--- src/bmc_pkg.sv ---
// Shared types, register codes and curve tables of the battery monitor.
// No dependencies; imported by every module of the block.
package bmc_pkg;

    localparam int AdcBitsDefault    = 12;
    localparam int QueueDepthDefault = 2;

    // configuration port
    localparam int CfgIdxW  = 3;
    localparam int CfgDataW = 16;

    localparam logic [CfgIdxW-1:0] RegVoltFullScale = 3'd0;
    localparam logic [CfgIdxW-1:0] RegAdcRef        = 3'd1;
    localparam logic [CfgIdxW-1:0] RegCurrentOffset = 3'd2;
    localparam logic [CfgIdxW-1:0] RegCurrentGain   = 3'd3;
    localparam logic [CfgIdxW-1:0] RegOvercurrent   = 3'd4;
    localparam logic [CfgIdxW-1:0] RegCutoff        = 3'd5;
    localparam logic [CfgIdxW-1:0] RegQuietCurrent  = 3'd6;

    typedef struct packed {
        logic [15:0] volt_full_scale_mv;
        logic [11:0] adc_ref_mv;
        logic [11:0] current_offset_mv;
        logic [15:0] current_gain_q8;
        logic [15:0] overcurrent_ma;
        logic [15:0] cutoff_mv;
        logic [15:0] quiet_current_ma;
    } cfg_t;

    localparam cfg_t CfgReset = '{
        volt_full_scale_mv: 16'd9900,
        adc_ref_mv:         12'd3300,
        current_offset_mv:  12'd2332,
        current_gain_q8:    16'd2560,
        overcurrent_ma:     16'd15000,
        cutoff_mv:          16'd6600,
        quiet_current_ma:   16'd600
    };

    // state reset and filter weights (new sample 13107/65536, history the rest)
    localparam logic [15:0] HeldReset = 16'd8400;
    localparam logic [15:0] EmaTake   = 16'd13107;
    localparam logic [15:0] EmaKeep   = 16'd52429;

    // shared multiplier
    localparam int MulAW = 20;
    localparam int MulBW = 16;
    localparam int MulPW = MulAW + MulBW;
    localparam int FiltW = 20;

    // charge curve, 2S LiPo
    localparam int CurvePoints = 11;
    localparam int SegW        = $clog2(CurvePoints);
    localparam int DiffW       = 9;
    localparam int RecipW      = 13;
    localparam int PctW        = 7;
    localparam int PctShift    = 16;

    localparam logic [15:0] CurveMv [CurvePoints] = '{
        16'd6600, 16'd6800, 16'd6950, 16'd7100, 16'd7240, 16'd7400,
        16'd7550, 16'd7720, 16'd7900, 16'd8100, 16'd8400
    };
    localparam logic [PctW-1:0] CurvePct [CurvePoints] = '{
        7'd0, 7'd10, 7'd20, 7'd30, 7'd40, 7'd50,
        7'd60, 7'd70, 7'd80, 7'd90, 7'd100
    };
    // round(10 * 65536 / segment width); last point has no segment
    localparam logic [RecipW-1:0] CurveRecip [CurvePoints] = '{
        13'd3277, 13'd4369, 13'd4369, 13'd4681, 13'd4096, 13'd4369,
        13'd3855, 13'd3641, 13'd3277, 13'd2185, 13'd0
    };

    // result beat, last field in the lowest bits
    typedef struct packed {
        logic            relay_open;
        logic [PctW-1:0] charge_percent;
        logic [15:0]     current_ma;
        logic [15:0]     voltage_mv;
    } out_item_t;

    localparam int OutW = $bits(out_item_t);

endpackage

--- src/bmc_front.sv ---
// Front end: stream slave side and configuration register file.
// Depends on bmc_pkg; feeds bmc_queue and hands the register set to bmc_back.
module bmc_front
    import bmc_pkg::*;
#(
    parameter int ADC_BITS = AdcBitsDefault
)
(
    input  logic                                 clk,
    input  logic                                 rst_n,
    input  logic                                 s_tvalid,
    output logic                                 s_tready,
    // s_tdata: voltage_code, current_code (ADC_BITS each), zero pad
    input  logic [((2*ADC_BITS+7)/8)*8-1:0]      s_tdata,
    input  logic                                 cfg_valid,
    output logic                                 cfg_ready,
    input  logic [CfgIdxW-1:0]                   cfg_index,
    input  logic [CfgDataW-1:0]                  cfg_data,
    input  logic                                 queue_ready,
    output logic                                 push,
    output logic [2*ADC_BITS-1:0]                push_data,
    output cfg_t                                 cfg
);

    cfg_t cfg_reg;
    cfg_t cfg_next;

    assign s_tready  = queue_ready;
    assign push      = s_tvalid && queue_ready;
    assign push_data = s_tdata[2*ADC_BITS-1:0];
    assign cfg_ready = 1'b1;
    assign cfg       = cfg_reg;

    always_comb
    begin
        cfg_next = cfg_reg;
        if (cfg_valid)
        begin
            case (cfg_index)
                RegVoltFullScale: cfg_next.volt_full_scale_mv = cfg_data;
                RegAdcRef:        cfg_next.adc_ref_mv         = cfg_data[11:0];
                RegCurrentOffset: cfg_next.current_offset_mv  = cfg_data[11:0];
                RegCurrentGain:   cfg_next.current_gain_q8    = cfg_data;
                RegOvercurrent:   cfg_next.overcurrent_ma     = cfg_data;
                RegCutoff:        cfg_next.cutoff_mv          = cfg_data;
                RegQuietCurrent:  cfg_next.quiet_current_ma   = cfg_data;
                default:          cfg_next = cfg_reg;
            endcase
        end
    end

    always_ff @(posedge clk or negedge rst_n)
    begin
        if (!rst_n)
        begin
            cfg_reg <= CfgReset;
        end
        else
        begin
            cfg_reg <= cfg_next;
        end
    end

endmodule

--- src/bmc_queue.sv ---
// Short FIFO of accepted sample pairs between front and back end.
// Depends on bmc_pkg for default sizes.
module bmc_queue
    import bmc_pkg::*;
#(
    parameter int W     = 2 * AdcBitsDefault,
    parameter int DEPTH = QueueDepthDefault
)
(
    input  logic         clk,
    input  logic         rst_n,
    input  logic         push,
    input  logic [W-1:0] push_data,
    output logic         push_ready,
    input  logic         pop,
    output logic         pop_valid,
    output logic [W-1:0] pop_data
);

    localparam int PtrW = (DEPTH > 1) ? $clog2(DEPTH) : 1;
    localparam int CntW = $clog2(DEPTH + 1);

    logic [W-1:0]    mem_reg [DEPTH];
    logic [PtrW-1:0] wr_ptr_reg;
    logic [PtrW-1:0] wr_ptr_next;
    logic [PtrW-1:0] rd_ptr_reg;
    logic [PtrW-1:0] rd_ptr_next;
    logic [CntW-1:0] count_reg;
    logic [CntW-1:0] count_next;
    logic            push_ok;
    logic            pop_ok;

    assign push_ready = (count_reg != CntW'(DEPTH));
    assign pop_valid  = (count_reg != '0);
    assign pop_data   = mem_reg[rd_ptr_reg];
    assign push_ok    = push && push_ready;
    assign pop_ok     = pop && pop_valid;

    always_comb
    begin
        wr_ptr_next = wr_ptr_reg;
        rd_ptr_next = rd_ptr_reg;
        count_next  = count_reg;
        if (push_ok)
        begin
            wr_ptr_next = (wr_ptr_reg == PtrW'(DEPTH - 1)) ? '0 : wr_ptr_reg + 1'b1;
        end
        if (pop_ok)
        begin
            rd_ptr_next = (rd_ptr_reg == PtrW'(DEPTH - 1)) ? '0 : rd_ptr_reg + 1'b1;
        end
        case ({push_ok, pop_ok})
            2'b10:   count_next = count_reg + 1'b1;
            2'b01:   count_next = count_reg - 1'b1;
            default: count_next = count_reg;
        endcase
    end

    always_ff @(posedge clk or negedge rst_n)
    begin
        if (!rst_n)
        begin
            wr_ptr_reg <= '0;
            rd_ptr_reg <= '0;
            count_reg  <= '0;
        end
        else
        begin
            wr_ptr_reg <= wr_ptr_next;
            rd_ptr_reg <= rd_ptr_next;
            count_reg  <= count_next;
        end
    end

    always_ff @(posedge clk)
    begin
        if (push_ok)
        begin
            mem_reg[wr_ptr_reg] <= push_data;
        end
    end

endmodule

--- src/bmc_back.sv ---
// Back end: sequencer around one shared multiplier and an iterative divider
// by the full ADC code; holds the monitor state and the output register.
// Depends on bmc_pkg; pops sample pairs from bmc_queue.
module bmc_back
    import bmc_pkg::*;
#(
    parameter int ADC_BITS = AdcBitsDefault
)
(
    input  logic                  clk,
    input  logic                  rst_n,
    input  cfg_t                  cfg,
    input  logic                  in_valid,
    input  logic [2*ADC_BITS-1:0] in_data,
    output logic                  in_pop,
    output logic                  m_tvalid,
    input  logic                  m_tready,
    output logic [OutW-1:0]       m_tdata
);

    localparam int PW = ADC_BITS + 16;
    localparam int AW = PW - ADC_BITS;

    typedef enum logic [13:0] {
        ST_IDLE  = 14'h0001,
        ST_MUL_V = 14'h0002,
        ST_DIV_V = 14'h0004,
        ST_MUL_I = 14'h0008,
        ST_DIV_I = 14'h0010,
        ST_DROP  = 14'h0020,
        ST_MUL_G = 14'h0040,
        ST_MUL_F = 14'h0080,
        ST_MUL_N = 14'h0100,
        ST_MIX   = 14'h0200,
        ST_HOLD  = 14'h0400,
        ST_SEG   = 14'h0800,
        ST_MUL_P = 14'h1000,
        ST_FIN   = 14'h2000
    } state_t;

    state_t              state_reg, state_next;
    logic [15:0]         held_reg, held_next;
    logic [FiltW-1:0]    filt_reg, filt_next;
    logic                latch_reg, latch_next;
    logic                out_valid_reg, out_valid_next;

    logic [ADC_BITS-1:0] vcode_reg, vcode_next;
    logic [ADC_BITS-1:0] icode_reg, icode_next;
    logic [PW-1:0]       r_reg, r_next;
    logic [15:0]         q_reg, q_next;
    logic [15:0]         vraw_reg, vraw_next;
    logic [15:0]         pin_reg, pin_next;
    logic [11:0]         drop_reg, drop_next;
    logic [MulPW-1:0]    prod_reg, prod_next;
    logic [MulPW-1:0]    acc_reg, acc_next;
    logic [15:0]         iraw_reg, iraw_next;
    logic [SegW-1:0]     seg_reg, seg_next;
    logic [DiffW-1:0]    diff_reg, diff_next;
    logic                top_reg, top_next;
    logic                bot_reg, bot_next;
    out_item_t           out_data_reg, out_data_next;

    logic [MulAW-1:0]    mul_a;
    logic [MulBW-1:0]    mul_b;
    logic [MulPW-1:0]    mul_p;
    logic [AW-1:0]       div_a;
    logic [ADC_BITS-1:0] div_b;
    logic [AW:0]         div_sum;
    logic                div_done;
    logic [15:0]         div_quot;
    logic [MulPW-1:0]    mix;
    logic [15:0]         held_new;
    logic [SegW-1:0]     seg_c;
    logic [PctW-1:0]     pct_c;

    assign mul_p = MulPW'(mul_a) * MulPW'(mul_b);

    // x / (2^N - 1): fold the high part onto the low part until it fits
    assign div_a    = r_reg[PW-1:ADC_BITS];
    assign div_b    = r_reg[ADC_BITS-1:0];
    assign div_sum  = (AW+1)'(div_a) + (AW+1)'(div_b);
    assign div_done = (div_a == '0);
    assign div_quot = q_reg + 16'(div_b == {ADC_BITS{1'b1}});

    assign mix      = acc_reg + prod_reg;
    assign held_new = (filt_reg < {cfg.quiet_current_ma, 4'b0000}) ? vraw_reg : held_reg;

    always_comb
    begin
        seg_c = '0;
        for (int k = 0; k < CurvePoints - 1; k++)
        begin
            if (held_reg >= CurveMv[k])
            begin
                seg_c = SegW'(k);
            end
        end
    end

    always_comb
    begin
        if (top_reg)
        begin
            pct_c = CurvePct[CurvePoints-1];
        end
        else if (bot_reg)
        begin
            pct_c = CurvePct[0];
        end
        else
        begin
            pct_c = CurvePct[seg_reg] + prod_reg[PctShift +: PctW];
        end
    end

    assign in_pop   = (state_reg == ST_IDLE) && in_valid;
    assign m_tvalid = out_valid_reg;
    assign m_tdata  = out_data_reg;

    always_comb
    begin
        state_next     = state_reg;
        held_next      = held_reg;
        filt_next      = filt_reg;
        latch_next     = latch_reg;
        out_valid_next = out_valid_reg && !m_tready;
        vcode_next     = vcode_reg;
        icode_next     = icode_reg;
        r_next         = r_reg;
        q_next         = q_reg;
        vraw_next      = vraw_reg;
        pin_next       = pin_reg;
        drop_next      = drop_reg;
        prod_next      = prod_reg;
        acc_next       = acc_reg;
        iraw_next      = iraw_reg;
        seg_next       = seg_reg;
        diff_next      = diff_reg;
        top_next       = top_reg;
        bot_next       = bot_reg;
        out_data_next  = out_data_reg;
        mul_a          = '0;
        mul_b          = '0;

        case (state_reg)
            ST_IDLE:
            begin
                if (in_valid)
                begin
                    vcode_next = in_data[ADC_BITS-1:0];
                    icode_next = in_data[2*ADC_BITS-1:ADC_BITS];
                    state_next = ST_MUL_V;
                end
            end
            ST_MUL_V:
            begin
                mul_a      = MulAW'(vcode_reg);
                mul_b      = cfg.volt_full_scale_mv;
                r_next     = mul_p[PW-1:0];
                q_next     = '0;
                state_next = ST_DIV_V;
            end
            ST_DIV_V:
            begin
                if (div_done)
                begin
                    vraw_next  = div_quot;
                    state_next = ST_MUL_I;
                end
                else
                begin
                    q_next = q_reg + div_a;
                    r_next = PW'(div_sum);
                end
            end
            ST_MUL_I:
            begin
                mul_a      = MulAW'(icode_reg);
                mul_b      = MulBW'(cfg.adc_ref_mv);
                r_next     = mul_p[PW-1:0];
                q_next     = '0;
                state_next = ST_DIV_I;
            end
            ST_DIV_I:
            begin
                if (div_done)
                begin
                    pin_next   = div_quot;
                    state_next = ST_DROP;
                end
                else
                begin
                    q_next = q_reg + div_a;
                    r_next = PW'(div_sum);
                end
            end
            ST_DROP:
            begin
                // clamp: pin above offset means no discharge current
                if (16'(cfg.current_offset_mv) > pin_reg)
                begin
                    drop_next = 12'(16'(cfg.current_offset_mv) - pin_reg);
                end
                else
                begin
                    drop_next = '0;
                end
                state_next = ST_MUL_G;
            end
            ST_MUL_G:
            begin
                mul_a      = MulAW'(drop_reg);
                mul_b      = cfg.current_gain_q8;
                prod_next  = mul_p;
                state_next = ST_MUL_F;
            end
            ST_MUL_F:
            begin
                iraw_next  = (|prod_reg[MulPW-1:24]) ? 16'hFFFF : prod_reg[23:8];
                mul_a      = filt_reg;
                mul_b      = EmaKeep;
                acc_next   = mul_p;
                state_next = ST_MUL_N;
            end
            ST_MUL_N:
            begin
                mul_a      = {iraw_reg, 4'b0000};
                mul_b      = EmaTake;
                prod_next  = mul_p;
                state_next = ST_MIX;
            end
            ST_MIX:
            begin
                filt_next  = mix[MulPW-1:16];
                state_next = ST_HOLD;
            end
            ST_HOLD:
            begin
                held_next = held_new;
                if ((filt_reg > {cfg.overcurrent_ma, 4'b0000}) || (held_new < cfg.cutoff_mv))
                begin
                    latch_next = 1'b1;
                end
                state_next = ST_SEG;
            end
            ST_SEG:
            begin
                seg_next   = seg_c;
                diff_next  = DiffW'(held_reg - CurveMv[seg_c]);
                top_next   = (held_reg >= CurveMv[CurvePoints-1]);
                bot_next   = (held_reg <= CurveMv[0]);
                state_next = ST_MUL_P;
            end
            ST_MUL_P:
            begin
                mul_a      = MulAW'(diff_reg);
                mul_b      = MulBW'(CurveRecip[seg_reg]);
                prod_next  = mul_p;
                state_next = ST_FIN;
            end
            ST_FIN:
            begin
                // hold here while the previous result still waits
                if (!out_valid_reg || m_tready)
                begin
                    out_valid_next               = 1'b1;
                    out_data_next.voltage_mv     = held_reg;
                    out_data_next.current_ma     = filt_reg[FiltW-1:4];
                    out_data_next.charge_percent = pct_c;
                    out_data_next.relay_open     = latch_reg;
                    state_next                   = ST_IDLE;
                end
            end
            default:
            begin
                state_next = ST_IDLE;
            end
        endcase
    end

    always_ff @(posedge clk or negedge rst_n)
    begin
        if (!rst_n)
        begin
            state_reg     <= ST_IDLE;
            held_reg      <= HeldReset;
            filt_reg      <= '0;
            latch_reg     <= 1'b0;
            out_valid_reg <= 1'b0;
        end
        else
        begin
            state_reg     <= state_next;
            held_reg      <= held_next;
            filt_reg      <= filt_next;
            latch_reg     <= latch_next;
            out_valid_reg <= out_valid_next;
        end
    end

    always_ff @(posedge clk)
    begin
        vcode_reg    <= vcode_next;
        icode_reg    <= icode_next;
        r_reg        <= r_next;
        q_reg        <= q_next;
        vraw_reg     <= vraw_next;
        pin_reg      <= pin_next;
        drop_reg     <= drop_next;
        prod_reg     <= prod_next;
        acc_reg      <= acc_next;
        iraw_reg     <= iraw_next;
        seg_reg      <= seg_next;
        diff_reg     <= diff_next;
        top_reg      <= top_next;
        bot_reg      <= bot_next;
        out_data_reg <= out_data_next;
    end

endmodule

--- src/battery_monitor_cutoff.sv ---
// The back end takes one item at a time, through a sequencer around one shared
// 20x16 multiplier and two divide-by-full-code passes; it holds a result on
// m_tdata while m_tready is low. A two-entry queue lets the input side take beats
// while the back end works.
// Reset (rst_n, asynchronous): registers to defaults, held voltage 8400 mV,
// filtered current 0, relay closed; no clearing pass.
module battery_monitor_cutoff
    import bmc_pkg::*;
#(
    parameter int ADC_BITS    = AdcBitsDefault,
    parameter int QUEUE_DEPTH = QueueDepthDefault
)
(
    input  logic                            clk,
    input  logic                            rst_n,
    input  logic                            s_tvalid,
    output logic                            s_tready,
    // s_tdata: voltage_code, current_code (ADC_BITS each), zero pad
    input  logic [((2*ADC_BITS+7)/8)*8-1:0] s_tdata,
    output logic                            m_tvalid,
    input  logic                            m_tready,
    // m_tdata: voltage_mv[15:0], current_ma[31:16], charge_percent[38:32],
    //          relay_open[39]
    output logic [OutW-1:0]                 m_tdata,
    input  logic                            cfg_valid,
    output logic                            cfg_ready,
    input  logic [CfgIdxW-1:0]              cfg_index,
    input  logic [CfgDataW-1:0]             cfg_data
);

    cfg_t                  cfg;
    logic                  push;
    logic [2*ADC_BITS-1:0] push_data;
    logic                  queue_ready;
    logic                  pop;
    logic                  pop_valid;
    logic [2*ADC_BITS-1:0] pop_data;

    bmc_front #(
        .ADC_BITS (ADC_BITS)
    ) u_front (
        .clk         (clk),
        .rst_n       (rst_n),
        .s_tvalid    (s_tvalid),
        .s_tready    (s_tready),
        .s_tdata     (s_tdata),
        .cfg_valid   (cfg_valid),
        .cfg_ready   (cfg_ready),
        .cfg_index   (cfg_index),
        .cfg_data    (cfg_data),
        .queue_ready (queue_ready),
        .push        (push),
        .push_data   (push_data),
        .cfg         (cfg)
    );

    bmc_queue #(
        .W     (2 * ADC_BITS),
        .DEPTH (QUEUE_DEPTH)
    ) u_queue (
        .clk        (clk),
        .rst_n      (rst_n),
        .push       (push),
        .push_data  (push_data),
        .push_ready (queue_ready),
        .pop        (pop),
        .pop_valid  (pop_valid),
        .pop_data   (pop_data)
    );

    bmc_back #(
        .ADC_BITS (ADC_BITS)
    ) u_back (
        .clk      (clk),
        .rst_n    (rst_n),
        .cfg      (cfg),
        .in_valid (pop_valid),
        .in_data  (pop_data),
        .in_pop   (pop),
        .m_tvalid (m_tvalid),
        .m_tready (m_tready),
        .m_tdata  (m_tdata)
    );

endmodule

--- config.mk ---
export PLATFORM = sky130hd
export DESIGN_NAME = battery_monitor_cutoff
export DESIGN_NICKNAME = d
export VERILOG_FILES = /design/src/bmc_pkg.sv /design/src/bmc_front.sv /design/src/bmc_queue.sv /design/src/bmc_back.sv /design/src/battery_monitor_cutoff.sv
export SDC_FILE = /design/constraint.sdc
export NUM_CORES = 2
export LEC_CHECK = 0
export BUFFER_PORTS_ARGS = -buffer_cell sky130_fd_sc_hd__buf_2
export CORE_MARGIN = 1.5
export CORE_UTILIZATION = 30
export DETAILED_ROUTE_END_ITERATION = 8
export HOLD_SLACK_MARGIN = 0.15
export MAX_ROUTING_LAYER = met4
export PLACE_DENSITY = 0.56
export RECOVER_POWER = 100
export SLEW_MARGIN = 10
export SYNTH_ARGS = -nofsm -noshare
export SYNTH_HDL_FRONTEND = slang
export SYNTH_SLANG_ARGS = --single-unit
--- constraint.sdc ---
create_clock -name clk -period 12.4 [get_ports clk]
set_input_delay 1.24 -clock clk [delete_from_list [all_inputs] [get_ports clk]]
set_output_delay 1.24 -clock clk [all_outputs]
set_load 0.03 [all_outputs]
# [Word level (Yosys, flattened, before mapping)]
# Memories as Yosys holds them, arrays and structs flattened. A register that Yosys moved wholly into a read port is not among the register bits.
# Cells that the tools add are included.
[totals] elab_cells=164 input_bits=48 romBits=576 ramBits=48 out_inout_bits=43 n_memories=4 regBits=391
[mem_list] name="(name not given)" depth=16 word_bits=16 read_ports=1 rd_ports_with_merged_regs=0 wr=0 line_no="bmc_back.sv:249" text="diff_next = DiffW'(held_reg - CurveMv[seg_c]);"
[mem_list] name="(name not given)" depth=16 word_bits=13 read_ports=1 rd_ports_with_merged_regs=0 wr=0 line_no="bmc_back.sv:257" text="mul_b = MulBW'(CurveRecip[seg_reg]);"
[mem_list] name="(name not given)" depth=16 word_bits=7 read_ports=1 rd_ports_with_merged_regs=0 wr=0 line_no="bmc_back.sv:112" text="pct_c = CurvePct[seg_reg] + prod_reg[PctShift +: PctW];"
[mem_list] name="u_queue.mem_reg" depth=2 word_bits=24 read_ports=1 rd_ports_with_merged_regs=1 wr=1 line_no="bmc_queue.sv:23" text="logic [W-1:0] mem_reg [DEPTH];"
[op_classes] order_cmp=17 mul=1 add_sub_neg=11 n_mux=35 eq_ne=29 bitwise=2 n_reduce_logical=33
[ops] operator="$pmux W14 S14" count=1
[ops] operator="$ge A16 B13 Y1 const B" count=9
[ops] operator="$pmux W20 S6" count=1
[ops] operator="$pmux W16 S6" count=1
[ops] operator="$mux W14" count=4
[ops] operator="$pmux W28 S2" count=1
[ops] operator="$add A36 B36 Y36" count=1
[ops] operator="$mul A20 B16 Y36" count=1
[ops] operator="$mux W16" count=2
[ops] operator="$mux W4" count=8
[ops] operator="$pmux W16 S2" count=1
[ops] operator="$mux W28" count=1
[ops] operator="$mux W13" count=2
[ops] operator="$reduce_and A2 Y1" count=13
[ops] operator="$mux W7" count=3
[ops] operator="$gt A20 B20 Y1" count=1
[ops] operator="$lt A20 B20 Y1" count=1
[ops] operator="$mux W9" count=2
[ops] operator="$add A16 B12 Y17" count=1
[ops] operator="$add A16 B1 Y16" count=1
[ops] operator="$add A16 B16 Y16" count=1
[ops] operator="$ge A16 B14 Y1 const B" count=1
[ops] operator="$gt A12 B16 Y1" count=1
[ops] operator="$le A16 B13 Y1 const B" count=1
[ops] operator="43 further kinds" count=69

# [Depth between registers and ports, before layout]
[logic_depth] depth_word=15 depth_mapped=33 depth_no_buf=30

# [Modules after synthesis]
# From an unflattened synthesis, not the netlist that was laid out.
[unflattened] cells_unflattened=2997 hier_area_um2=32877.8
[by_module_without_submodules] mod="bmc_back" area_per_inst_um2=26693.1 seq_area_each_um2=8964.8 instances=1 cells_per_inst=2650
[by_module_without_submodules] mod="bmc_front" area_per_inst_um2=4244.1 seq_area_each_um2=2648.8 instances=1 cells_per_inst=255
[by_module_without_submodules] mod="bmc_queue" area_per_inst_um2=1940.6 seq_area_each_um2=1541.5 instances=1 cells_per_inst=92

# [Worst setup path after synthesis]
# OpenSTA, ideal clock, no wires.
[synth_path] kind="register to register" startpoint="register u_back.state_reg[3]" endpoint="register u_back.acc_reg[35] (data pin)" synth_period_minus_slack_ns=8.201 slack_ns=4.199 n_path_buf=5 path_stages_with_launch=30 setup_time_ns=0.265 required_time_ns=12.135 t_arrival_ns=7.936 cell_sequence="dfrtp_1 nor4_1 nand3_1 nor3_1 and3b_1 buf_2 buf_2 buf_2 buf_2 buf_2 nand2_1 fa_1 fa_1 inv_1 fa_1 fa_1 fa_1 inv_1 fa_1 inv_1 ha_1 a21o_1 a21oi_1 nor2b_1 or4_1 a21oi_1 nor4_1 o31a_1 o22ai_1 xnor2_1"
[synth_via] elab_chain_len=3 word_cells_on_any_way=9 classes_between="mul: 1; eq/ne: 6; mux: 2"
[synth_rtl] item="start: declaration" line_no="bmc_back.sv:41" text="state_t state_reg, state_next;"
[synth_rtl] item="start signal: assignment" line_no="bmc_back.sv:293" text="state_reg <= state_next;"
[synth_rtl] item="$eq A14 B13 Y1, or another cell as far along" line_no="bmc_back.sv:145" text="case (state_reg)"
[synth_rtl] item="$pmux W20 S6 / $pmux W16 S6 (equally long branches)" line_no="bmc_back.sv:145"
[synth_rtl] item="$mul A20 B16 Y36 *" line_no="bmc_back.sv:76" text="assign mul_p = MulPW'(mul_a) * MulPW'(mul_b);"
[synth_rtl] item="net u_back.mul_p[35]" line_no="bmc_back.sv:65" text="logic [MulPW-1:0] mul_p;"
[synth_rtl] item="end signal: assignment" line_no="bmc_back.sv:311" text="acc_reg <= acc_next;"
[synth_rtl] item="end: declaration" line_no="bmc_back.sv:55" text="logic [MulPW-1:0] acc_reg, acc_next;"
# The timed path passes the listed nets; every way through them passes the cells marked *.
# A chain may end at the register's enable or synchronous reset.

# [Worst setup path in the final report]
[layout_path] startpoint="register u_back.state_reg[3]" endpoint="register u_back.acc_reg[32] (data pin)"
# The elaborated chain is that of the path after synthesis.

==> flow_summary.yaml <==
sta:
  final-hold-violation-count: 0
  max_freq_ghz: 0.09681
  slew_headroom_pct: -248.5
  min_period_over_period_pct: 83.30
  finalCriticalPeriod_ns: 10.33
  finalSetupTns_ns: 0
  rsz0062_at_grt: "false"
  finClkSkew_ns: 0.03594
  setup_violations: 0
  slew_viol_final: 469
  worst_slew_pin_slew_ns: 5.228
  whs_ns: 0.4747
clock_network:
  clkLatencyLatePin_ns: 0.64
  cts_sinks: 463
  h-tree-depth: 2
  root_buffer: "clkbuf_16"
  clock_path_buffers: 3
  clk_pin_slew_worst_paths_ns: 0.06
  ctsResizeCount: 0
  tritoncts: "built"
  cts_hold_buffers: 0
  cts_made_buffers: 50
  post-cts-setup-buffer-count: 0
finish:
  layout.nets: 3681
  drive_gt1_share_pct: 9.189
  largest_register_ffs: 104
  area_growth_syn_to_layout_pct: 10.92
drt:
  postRouteAntennaNets: 0
  drt-total-wl_mm: 94.74
  first_pass_iters: 6
  drc: 0
  viasPerCell: 4.933
  dr_total_vias: 22560
  drt_iter0_drc: 1720
  wl_per_cell_um: 20.72
die:
  io_pins: 91
  die_y_um: 333.2
  start_util_pct: 30.39
  rows: 120
  die_w_um: 333.2
  core_area_um2: 107700
  dieArea_um2: 111000
global_routing:
  grt.total_usage_pct: 17.79
  grt_pass1_wl_mm: 145.7
  gr-usage-met3_pct: 2.233
  use_met1_pct: 24.55
  grt_overflow: 0
  grt-busiest-layer: "met2"
  use_met2_pct: 28.10
  grt_max_degree: 82
  grt_pass1_vias: 22850
  antenna_found_initial: 5
synthesis:
  synth_edf_count: 303
  ys_warn_count: 0
  synth-seq-cells: 463
  synth_area_per_cell_um2: 10.74
  ys_seq_area_share_pct: 40.21
  async_flop_share_pct: 34.56
  ys.flop_type: "edfxtp_1"
  syn-instance-count: 3045
  syn_nets: 3600
  yosys.cell_types.count: 77
  syn_area_um2: 32710
job:
  cap_violations: 12
setup_path:
  critPathRequiredTime_ns: 12.87
  worstSetupEndpointType: "register"
  cp.arrival_ns: 10.80
  critPathMostFrequentCell: "fa_1"
  crit_type: "register to register"
  cp-start-kind: "register"
  worst_path_largest_cell_delay_ns: 1.36
  cp_max_fo: 34
  cp_slowest_cell: "clkbuf_1"
  r2r.worst_path.cells: 28
power_and_ir_drop:
  totalPowerFinal_mw: 4.848
  power.density_nw_per_um2: 133.6
  p_leak_nw: 15.82
  irDropWorstVdd_mv: 0.09908
place:
  globalplace.congestion: 0.9485
  portBuffers: 89
  hpwl_mm: 73.28
status:
  violations: "max-capacitance violations, max-slew violations"
  status: "finished with violations"
worst_hold_path:
  hold_class: "register to register"
  worstHoldPathCells: 0
==> critical path, delay by kind of cell, from the launching register on <==
family / cells / cell delay (ns)
compound gates: 8 / 2.08
fa+ha+maj: 7 / 3.59
buf+inv: 5 / 1.94
flops: 1 / 0.41
simple gates: 8 / 2.15
==> per-stage QoR <==
| stage | util (%) | instances | instance area [um^2] | setup slack (ns) |
|---|---|---|---|---|
| 2_1_floorplan | - | 3045 | 32710 | 4.199 |
| 3_3_place_gp | 32.41 | 4476 | 34890 | 3.281 |
| 3_5_place_dp | 32.41 | 4476 | 34890 | 3.137 |
| 4_1_cts | 33.94 | 4569 | 36540 | 3.060 |
| 5_1_grt | 33.70 | 4572 | 36280 | 1.628 |
| 6_report | 33.71 | 4573 | 36280 | 2.071 |
==> layout make-up <==
cell class	count	area (um^2)
clock inverters	28	255.2
diodes	3	7.507
flip-flops and latches	463	13160
fillers	10840	71370
multi-input cells	2022	17430
well taps	1403	1755
inverters	458	1719
repair buffers	131	573.1
clock buffers	65	1388
==> metal layers <==
metal	wire (um)	up-vias	share of wire, %
met3	5658	112	6.0
met5	0	-	0
met4	1917	0	2.0
met2	44140	705	47
li1	-	10490	-
met1	43020	11250	45
==> report_power, final <==
part	internal (mW)	switching (mW)
registers	1.96	0.189
logic	0.435	0.741
clock network	0.840	0.684
==> worst paths after layout <==
path	slack (ns)	end	start
setup / recovery	2.07	u_back.acc_reg[32]	u_back.state_reg[3]
hold / removal	0.47	u_back.m_tdata[39]	u_back.latch_reg
setup reg to reg	2.07	u_back.acc_reg[32]	u_back.state_reg[3]
hold reg to reg	0.47	u_back.m_tdata[39]	u_back.latch_reg
max in group asynchronous	4.01	u_front.cfg[40]	rst_n
min in group asynchronous	2.49	u_queue.wr_ptr_reg	rst_n
==> cells by family after synthesis <==
kind of cell,Yosys count,share of synthesized area (%)
AND/OR/NAND/NOR,844,12.18
buffers and inverters,560,6.521
adder cells (fa/ha/maj),507,25.24
flip-flops,463,40.21
AO/OA/AOI/OAI,449,9.026
multiplexers,118,4.047
XOR/XNOR,103,2.758
other,1,0.01146
==> synthesized netlist by cell type, types with 16 or more instances <==
cell type	count	area share (%)
o21ai_0	128	2.0
a21o_1	48	1.1
and2_1	35	0.67
nand3_1	51	0.78
nand2_1	316	3.6
ha_1	252	9.6
nand4_1	28	0.54
buf_2	22	0.34
nor2b_1	29	0.55
edfxtp_1	303	28
dfrtp_1	118	9.0
xnor2_1	67	1.8
and3_1	25	0.48
fa_1	255	16
xor2_1	36	0.96
a21oi_1	100	1.5
nor2_1	197	2.3
or2_2	22	0.42
nand2b_1	22	0.42
clkbuf_1	79	0.91
nor4_1	16	0.31
mux2_2	114	3.9
nor3_1	43	0.66
dfstp_2	42	3.4
a221oi_1	16	0.43
inv_1	458	5.3
a31oi_1	20	0.38
==> cells in the final DEF (no fill, tap or decap), types with 10 or more instances in the layout <==
cell type and instances:
inv_1 458, nand2_1 315, edfxtp_1 303, fa_1 255, ha_1 252, nor2_1 196, o21ai_0 129, dfrtp_1 118
mux2_2 100, a21oi_1 99, clkbuf_1 99, xnor2_1 67, nand3_1 51, clkbuf_16 50, a21o_1 48, nor3_1 43
dfstp_2 38, xor2_1 36, nor2b_1 29, nand4_1 28, buf_2 26, and3_1 25, or2_2 22, nand2b_1 22
and2_1 21, a31oi_1 20, a221oi_1 18, nor4_1 16, nor3b_1 15, o21a_1 14, and2_0 14, mux2_1 14
buf_4 13, o31ai_1 12, a22oi_1 11, a221o_1 11, or3_1 11, o211ai_1 10, clkinv_2 10
Note: power is estimated with default switching activity, not from simulation.
